[src/design/swcs_pkg.sv]
`timescale 1ns / 1ps
// shared types and constants for the sliding window channel statistics block
// depends on nothing; all files but swcs_chan_if and swcs_ram import it
package swcs_pkg;

   localparam int SAMPLE_W       = 32;
   localparam int CHANNELS       = 7;
   localparam int CHAN_IDX_W     = 3;
   localparam int WINDOW_LEN_DEF = 5;
   localparam int MAX_WINDOW_LEN = 16;
   localparam int SLOT_W         = $clog2(MAX_WINDOW_LEN);
   localparam int QUOT_W         = 2 * SAMPLE_W;
   // dividend padded up to whole nibbles for the digit divider
   localparam int DIVIDEND_W     = ((2 * SAMPLE_W + $clog2(MAX_WINDOW_LEN) + 1 + 3) / 4) * 4;
   localparam int ROOT_W         = SAMPLE_W;
   localparam int QUEUE_DEPTH    = 2;

   typedef logic signed [SAMPLE_W-1:0] sample_type;

   typedef struct packed {
      logic       req_type;
      sample_type plate_x;
      sample_type plate_y;
      sample_type plate_z;
      sample_type extruder_x;
      sample_type extruder_y;
      sample_type extruder_z;
      sample_type tension_level;
   } req_item_type;

   typedef struct packed {
      logic [CHAN_IDX_W-1:0] channel_index;
      sample_type            window_mean;
      logic [SAMPLE_W-1:0]   window_stddev;
      sample_type            window_max;
      sample_type            window_min;
      logic [SAMPLE_W-1:0]   window_range;
      logic                  last_channel;
   } rsp_item_type;

   // one queued sample: its slot in the window and whether it completes it
   typedef struct packed {
      logic                               fills_window;
      logic [SLOT_W-1:0]                  slot;
      logic [CHANNELS-1:0][SAMPLE_W-1:0]  samples;
   } cmd_type;

   typedef enum logic {
      OP_DIV  = 1'b0,
      OP_SQRT = 1'b1
   } arith_op_type;

   typedef struct packed {
      logic         start;
      arith_op_type op;
   } arith_ctl_type;

   typedef struct packed {
      logic done;
   } arith_sts_type;

endpackage

[src/design/swcs_chan_if.sv]
`timescale 1ns / 1ps
// valid/ready channel carrying one payload per beat
// no dependencies; payload type set where the channel is instantiated
interface swcs_chan_if #(parameter type payload_type = logic);
   logic        valid;
   logic        ready;
   payload_type payload;

   modport source (output valid, output payload, input ready);
   modport sink (input valid, input payload, output ready);
endinterface

[src/design/swcs_cmd_fifo.sv]
`timescale 1ns / 1ps
// short queue of sample commands between front and back end
// depends on swcs_pkg and swcs_chan_if
module swcs_cmd_fifo (
   input logic         clock,
   input logic         reset,
   swcs_chan_if.sink   push_chan,
   swcs_chan_if.source pop_chan
);
   import swcs_pkg::*;

   localparam int PTR_W = $clog2(QUEUE_DEPTH);
   localparam int CNT_W = $clog2(QUEUE_DEPTH + 1);

   cmd_type          entry_ff [QUEUE_DEPTH];
   logic [PTR_W-1:0] wr_ptr_ff, wr_ptr_in;
   logic [PTR_W-1:0] rd_ptr_ff, rd_ptr_in;
   logic [CNT_W-1:0] count_ff, count_in;
   logic             push, pop;

   assign push_chan.ready  = (count_ff != CNT_W'(QUEUE_DEPTH));
   assign pop_chan.valid   = (count_ff != '0);
   assign pop_chan.payload = entry_ff[rd_ptr_ff];
   assign push = push_chan.valid && push_chan.ready;
   assign pop  = pop_chan.valid && pop_chan.ready;

   always_comb begin
      wr_ptr_in = wr_ptr_ff;
      rd_ptr_in = rd_ptr_ff;
      count_in  = count_ff;
      if (push) begin
         wr_ptr_in = (wr_ptr_ff == PTR_W'(QUEUE_DEPTH - 1)) ? '0 : wr_ptr_ff + PTR_W'(1);
      end
      if (pop) begin
         rd_ptr_in = (rd_ptr_ff == PTR_W'(QUEUE_DEPTH - 1)) ? '0 : rd_ptr_ff + PTR_W'(1);
      end
      if (push && !pop) begin
         count_in = count_ff + CNT_W'(1);
      end else if (pop && !push) begin
         count_in = count_ff - CNT_W'(1);
      end
   end

   always_ff @(posedge clock) begin
      if (push) begin
         entry_ff[wr_ptr_ff] <= push_chan.payload;
      end
   end

   always_ff @(posedge clock) begin
      if (reset) begin
         wr_ptr_ff <= '0;
         rd_ptr_ff <= '0;
         count_ff  <= '0;
      end else begin
         wr_ptr_ff <= wr_ptr_in;
         rd_ptr_ff <= rd_ptr_in;
         count_ff  <= count_in;
      end
   end
endmodule

[src/flat_wrapper.sv]
// flat-port wrapper written by rule: the top's interface ports become plain ports
module swcs_cmd_fifo_flat import swcs_pkg::*;
  (clock, reset, push_chan_valid, push_chan_payload, push_chan_ready, pop_chan_valid, pop_chan_payload, pop_chan_ready);
  swcs_chan_if push_chan_i ();
  swcs_chan_if pop_chan_i ();
  input logic clock;
  input logic reset;
  input wire logic [$bits(push_chan_i.valid)-1:0] push_chan_valid;
  input wire logic [$bits(push_chan_i.payload)-1:0] push_chan_payload;
  output wire logic [$bits(push_chan_i.ready)-1:0] push_chan_ready;
  output wire logic [$bits(pop_chan_i.valid)-1:0] pop_chan_valid;
  output wire logic [$bits(pop_chan_i.payload)-1:0] pop_chan_payload;
  input wire logic [$bits(pop_chan_i.ready)-1:0] pop_chan_ready;
  assign push_chan_i.valid = push_chan_valid;
  assign push_chan_i.payload = push_chan_payload;
  assign push_chan_ready = push_chan_i.ready;
  assign pop_chan_valid = pop_chan_i.valid;
  assign pop_chan_payload = pop_chan_i.payload;
  assign pop_chan_i.ready = pop_chan_ready;
  swcs_cmd_fifo u_core (.clock(clock), .reset(reset), .push_chan(push_chan_i), .pop_chan(pop_chan_i));
endmodule
[config.mk]
export PLATFORM = sky130hd
export DESIGN_NAME = swcs_cmd_fifo_flat
export DESIGN_NICKNAME = d
export VERILOG_FILES = /design/src/design/swcs_pkg.sv /design/src/design/swcs_chan_if.sv /design/src/design/swcs_cmd_fifo.sv /design/src/flat_wrapper.sv
export SDC_FILE = /design/constraint.sdc
export NUM_CORES = 1
export LEC_CHECK = 0
export ABC_AREA = 1
export BUFFER_PORTS_ARGS = -buffer_cell sky130_fd_sc_hd__buf_2
export CAP_MARGIN = 20
export CORE_AREA = 2 2 39 41
export CTS_BUF_LIST = sky130_fd_sc_hd__clkbuf_8
export CTS_CLUSTER_DIAMETER = 150
export DETAILED_ROUTE_END_ITERATION = 10
export DIE_AREA = 0 0 41 43
export PLACE_DENSITY = 0.51
export SLEW_MARGIN = 15
export SYNTH_ARGS = -nofsm -noshare
export SYNTH_HDL_FRONTEND = slang
export SYNTH_SLANG_ARGS = --single-unit
[constraint.sdc]
create_clock -name clock -period 3.6 [get_ports clock]
set_clock_uncertainty 0.15 [all_clocks]
set_input_delay 0.72 -clock clock [delete_from_list [all_inputs] [get_ports clock]]
set_output_delay 0.72 -clock clock [all_outputs]
set_load 0.01 [all_outputs]
== After elaboration in Yosys (flattened, before gate mapping) ==
Memories as Yosys holds them, arrays and structs flattened. A register that Yosys moved wholly into a read port is not among the register bits.
Cells that the tools add are included.

* Flip-flop bits (word level): 4
* Input port bits: 5
* Memories: 1
* Word-level logic and storage cells: 25
* RAM bits: 2

{| class="wikitable"
|+ Memory list
! memory !! depth !! bits a word !! read ports !! clocked after memory_dff !! write ports !! RTL line !! text
|-
| u_core.entry_ff || 2 || 1 || 1 || 1 || 1 || swcs_cmd_fifo.sv:15 || <nowiki>cmd_type entry_ff [QUEUE_DEPTH];</nowiki>
|}

* Mux-type cells: 8
* Reduce and logical (&&, ||, !) cells: 8
* Add/sub/neg operators: 4
* Equality and inequality tests: 1

{| class="wikitable"
|+ Operator list
! kind !! count
|-
| $mux W1 || 6
|-
| $logic_and A1 B1 Y1 || 4
|-
| $mux W2 || 2
|-
| $reduce_bool A2 Y1 || 2
|-
| $add A1 B1 Y1 const B || 2
|-
| $add A2 B1 Y2 const B || 1
|-
| $logic_not A1 Y1 || 2
|-
| $ne A2 B2 Y1 const B || 1
|-
| $sub A2 B1 Y2 const B || 1
|}

== Logic depth before layout (Yosys ltp) ==
* Depth in word-level cells: 6
* Mapped depth: 11
* Gate-level depth less buffers: 11

== Least setup slack after synthesis ==
Ideal clock, no wire load.

* Kind: input -> register
* From: in push_chan_valid
* To: reg u_core.count_ff[1]
* Arrival: 1.400 ns
* Required time: 3.386 ns
* Cell stages on the path: 8
* Setup slack: 1.986 ns
* Library setup time: 0.064 ns
* Path through: nand2_4 -> clkinv_2 -> ha_1 -> inv_1 -> nand3_1 -> nand2_1 -> inv_1 -> nor2_1

* Word-level cells in the longest chain between the ends: 4
* Elaborated cells on any way between the ends: 6
* Classes of those cells: mux (1); reduce/logical (5)

{| class="wikitable"
|+ RTL lines
! item !! RTL line !! text
|-
| from (decl) || flat_wrapper.sv:8 || <nowiki>input wire logic [$bits(push_chan_i.valid)-1:0] push_chan_valid;</nowiki>
|-
| $logic_and A1 B1 Y1 * || swcs_cmd_fifo.sv:24 || <nowiki>assign push = push_chan.valid && push_chan.ready;</nowiki>
|-
| via u_core.push || swcs_cmd_fifo.sv:19 || <nowiki>logic push, pop;</nowiki>
|-
| $logic_not A1 Y1 || swcs_cmd_fifo.sv:39 || <nowiki>end else if (pop && !push) begin</nowiki>
|-
| $logic_and A1 B1 Y1 || swcs_cmd_fifo.sv:39 ||
|-
| $reduce_bool A2 Y1 (no line) || - ||
|-
| to (signal assigned) || swcs_cmd_fifo.sv:58 || <nowiki>count_ff <= count_in;</nowiki>
|-
| to (decl) || swcs_cmd_fifo.sv:18 || <nowiki>logic [CNT_W-1:0] count_ff, count_in;</nowiki>
|}

The timed path passes the listed nets; every way through them passes the cells marked *.
A chain may end at the register's enable or synchronous reset.

==> impl_metrics.yaml <==
hold_path:
  hp-class: "reg2reg"
clock_network:
  postCtsHoldBufs: 0
  clk_latency_ns: 0.22
  post-cts-setup-buffers: 0
  cts_max_level: 1
  cts_sinks: 7
  clk_pin_slew_ns: 0.04
  post_cts_resized: 0
  root_buffer: "clkbuf_8"
  cts_tree: "built"
  cts_buffers: 3
  clk_path_buf_depth: 2
critical_path:
  path_max_fanout: 1
  crit_family: "multiplexers"
  critPathArrivalTime_ns: 0.98
  r2r_setup_slack_ns: 2.12
  endpoint: "pop_chan_payload"
  cp_num_cells: 2
  cpMaxStageDelayCell: "mux2_2"
  required_ns: 2.73
  critical_path_class: "reg2out"
  crit_chain: "mux2_2, buf_2"
  start_kind: "register"
  critical_path.max_stage_delay_ns: 0.32
  reg2reg_to: "u_core.count_ff[1]"
  critPathBufInv: 1
  worst_setup_path_end_kind: "primary output"
  reg2reg_depth: 9
  r2r-start: "u_core.count_ff[0]"
power_and_ir_drop:
  peakVddDrop_mv: 0.426
  p_leak_nw: 0.208
  powerDensity_nw_per_um2: 815
global_route:
  grt_pass1_vias: 264
  grt_max_degree: 5
  antenna_found_initial: 0
  grt_use_total_pct: 7.44
  grt_overflow_total: 0
  grt_pass1_wl_um: 897
placement:
  place.gp.congestion: 0.662
  dp_cells: 63
  io_buffer_count: 7
synthesis:
  synth_cell_types: 16
  synth.ff_latch_count: 7
  syn_avg_cell_area_um2: 8.04
  synthArstFlopShare_pct: 0
  syn_nets: 46
  synthTopCellsByArea: "dfxtp_1 31%, edfxtp_1 19%, nand2_1 8.2%"
  synth_area_leader_cell: "dfxtp_1"
  syn_inst: 40
  ys.flop_type: "dfxtp_1"
  synth_edf_count: 2
  synth_common_cells: "7 x nand2_1, 7 x nor2_1, 6 x inv_1"
  syn-cell-area_um2: 322
  yosysTopAreaCellShare_pct: 31.1
  ys_warn_count: 0
  ys_seq_area_share_pct: 49.8
timing:
  rsz0062_at_grt: "false"
  min_period_ns: 1.85
  fmax_mhz: 539
  hold_viol_final: 0
  setup_violations: 0
  period_share_pct: 51.5
  tns_ns: 0
  relSlewSlack_pct: 89.0
  worst_pin_slew_ns: 0.165
  drv_slew: 0
detailed_routing:
  wire_per_inst_um: 7.61
  wl_met2_um: 238
  drt-met1-wl_um: 222
  drtAntennaViolNets: 0
  wl_um: 510
  dr_wl_met3_um: 50
  vias_per_cell: 3.93
  first_pass_iters: 2
  drt-initial-drc-count: 2
  drc: 0
  dr.max_layer_used: "met3"
  num_vias: 263
floorplanning:
  io_pins: 8
  start_util_pct: 23.2
  rows: 14
  core_area_um2: 1380
  die_area_um2: 1760
  die_w_um: 41
  die_h_um: 43
cells_and_area:
  diodes: 0
  finalNetCount: 58
  fin_cells: 67
  area_delta_synth_final_pct: 31.1
  layout-drive-gt1-share_pct: 29.4
  final.fill_count: 151
job:
  cap_viol_max_count: 0
status:
  outcome: "finished, final reports clean"
==> layout make-up <==
class                      instances  area [µm²]  share of cell area, %
inverter                           8        31.3                   7.42
clock buffer                       3        41.3                   9.79
clock inverter                     1        3.75                  0.890
tap                               16        20.0                   4.75
timing repair buffer               7        35.0                   8.31
multi-input combinational         25         130                   30.9
sequential                         7         160                   38.0
==> metrics by stage <==
| step | instance area, µm² | setup WS [ns] | hold slack (ns) | utilization (%) | power [mW] |
|---|---|---|---|---|---|
| after floorplan | 322 | 1.99 | 0.304 | - | 0.210 |
| after global placement | 377 | 1.80 | 0.336 | 27.2 | 0.241 |
| after detailed placement | 377 | 1.79 | 0.338 | 27.2 | 0.242 |
| after CTS | 422 | 1.73 | 0.345 | 30.5 | 0.351 |
| after global routing | 422 | 1.71 | 0.369 | 30.5 | 0.375 |
| final | 422 | 1.75 | 0.339 | 30.5 | 0.344 |
==> layer usage <==
metal  up-vias  GRT usage, %
li1        149             -
met1       107          8.06
met2         7          11.6
met3         0          6.28
met4         0             0
met5         -             0
==> power breakdown <==
part	total, mW	internal, mW	switching, mW
clock	0.105	0.0734	0.0311
sequential	0.119	0.105	0.0143
combinational	0.120	0.0472	0.0730
==> how the worst min path moves through the flow <==
stage	start	slack [ns]	depth (start not counted)	to
2_1_floorplan	u_core.count_ff[0]	0.30	1	u_core.count_ff[0]
3_3_place_gp	u_core.count_ff[0]	0.34	1	u_core.count_ff[0]
3_5_place_dp	u_core.count_ff[0]	0.34	1	u_core.count_ff[0]
4_1_cts	u_core.count_ff[0]	0.34	1	u_core.count_ff[0]
5_1_grt	u_core.count_ff[0]	0.37	1	u_core.count_ff[0]
6_report	u_core.count_ff[0]	0.34	1	u_core.count_ff[0]
==> cells in the final DEF, fill, tap and decap left out <==
cell type / n
a21oi_1: 2
inv_2: 1
o21ai_0: 1
nand2_4: 1
mux2_2: 1
nand2_1: 7
edfxtp_1: 2
o21ai_1: 1
inv_1: 7
dfxtp_1: 5
nand3_1: 2
nor2_1: 7
nand4_1: 1
clkinv_2: 1
buf_2: 7
ha_1: 1
clkbuf_8: 3
nand2_2: 1
==> cell families after synthesis <==
kind of cell,count (synthesis),share of synthesized area (%)
muxes,1,3.50
adders and majority gates,1,3.89
and+or+nand+nor,19,26.9
AOI/OAI and AO/OA,4,6.22
DFF,7,49.8
buffers and inverters,8,9.72
(Power assumes the default switching activity.)
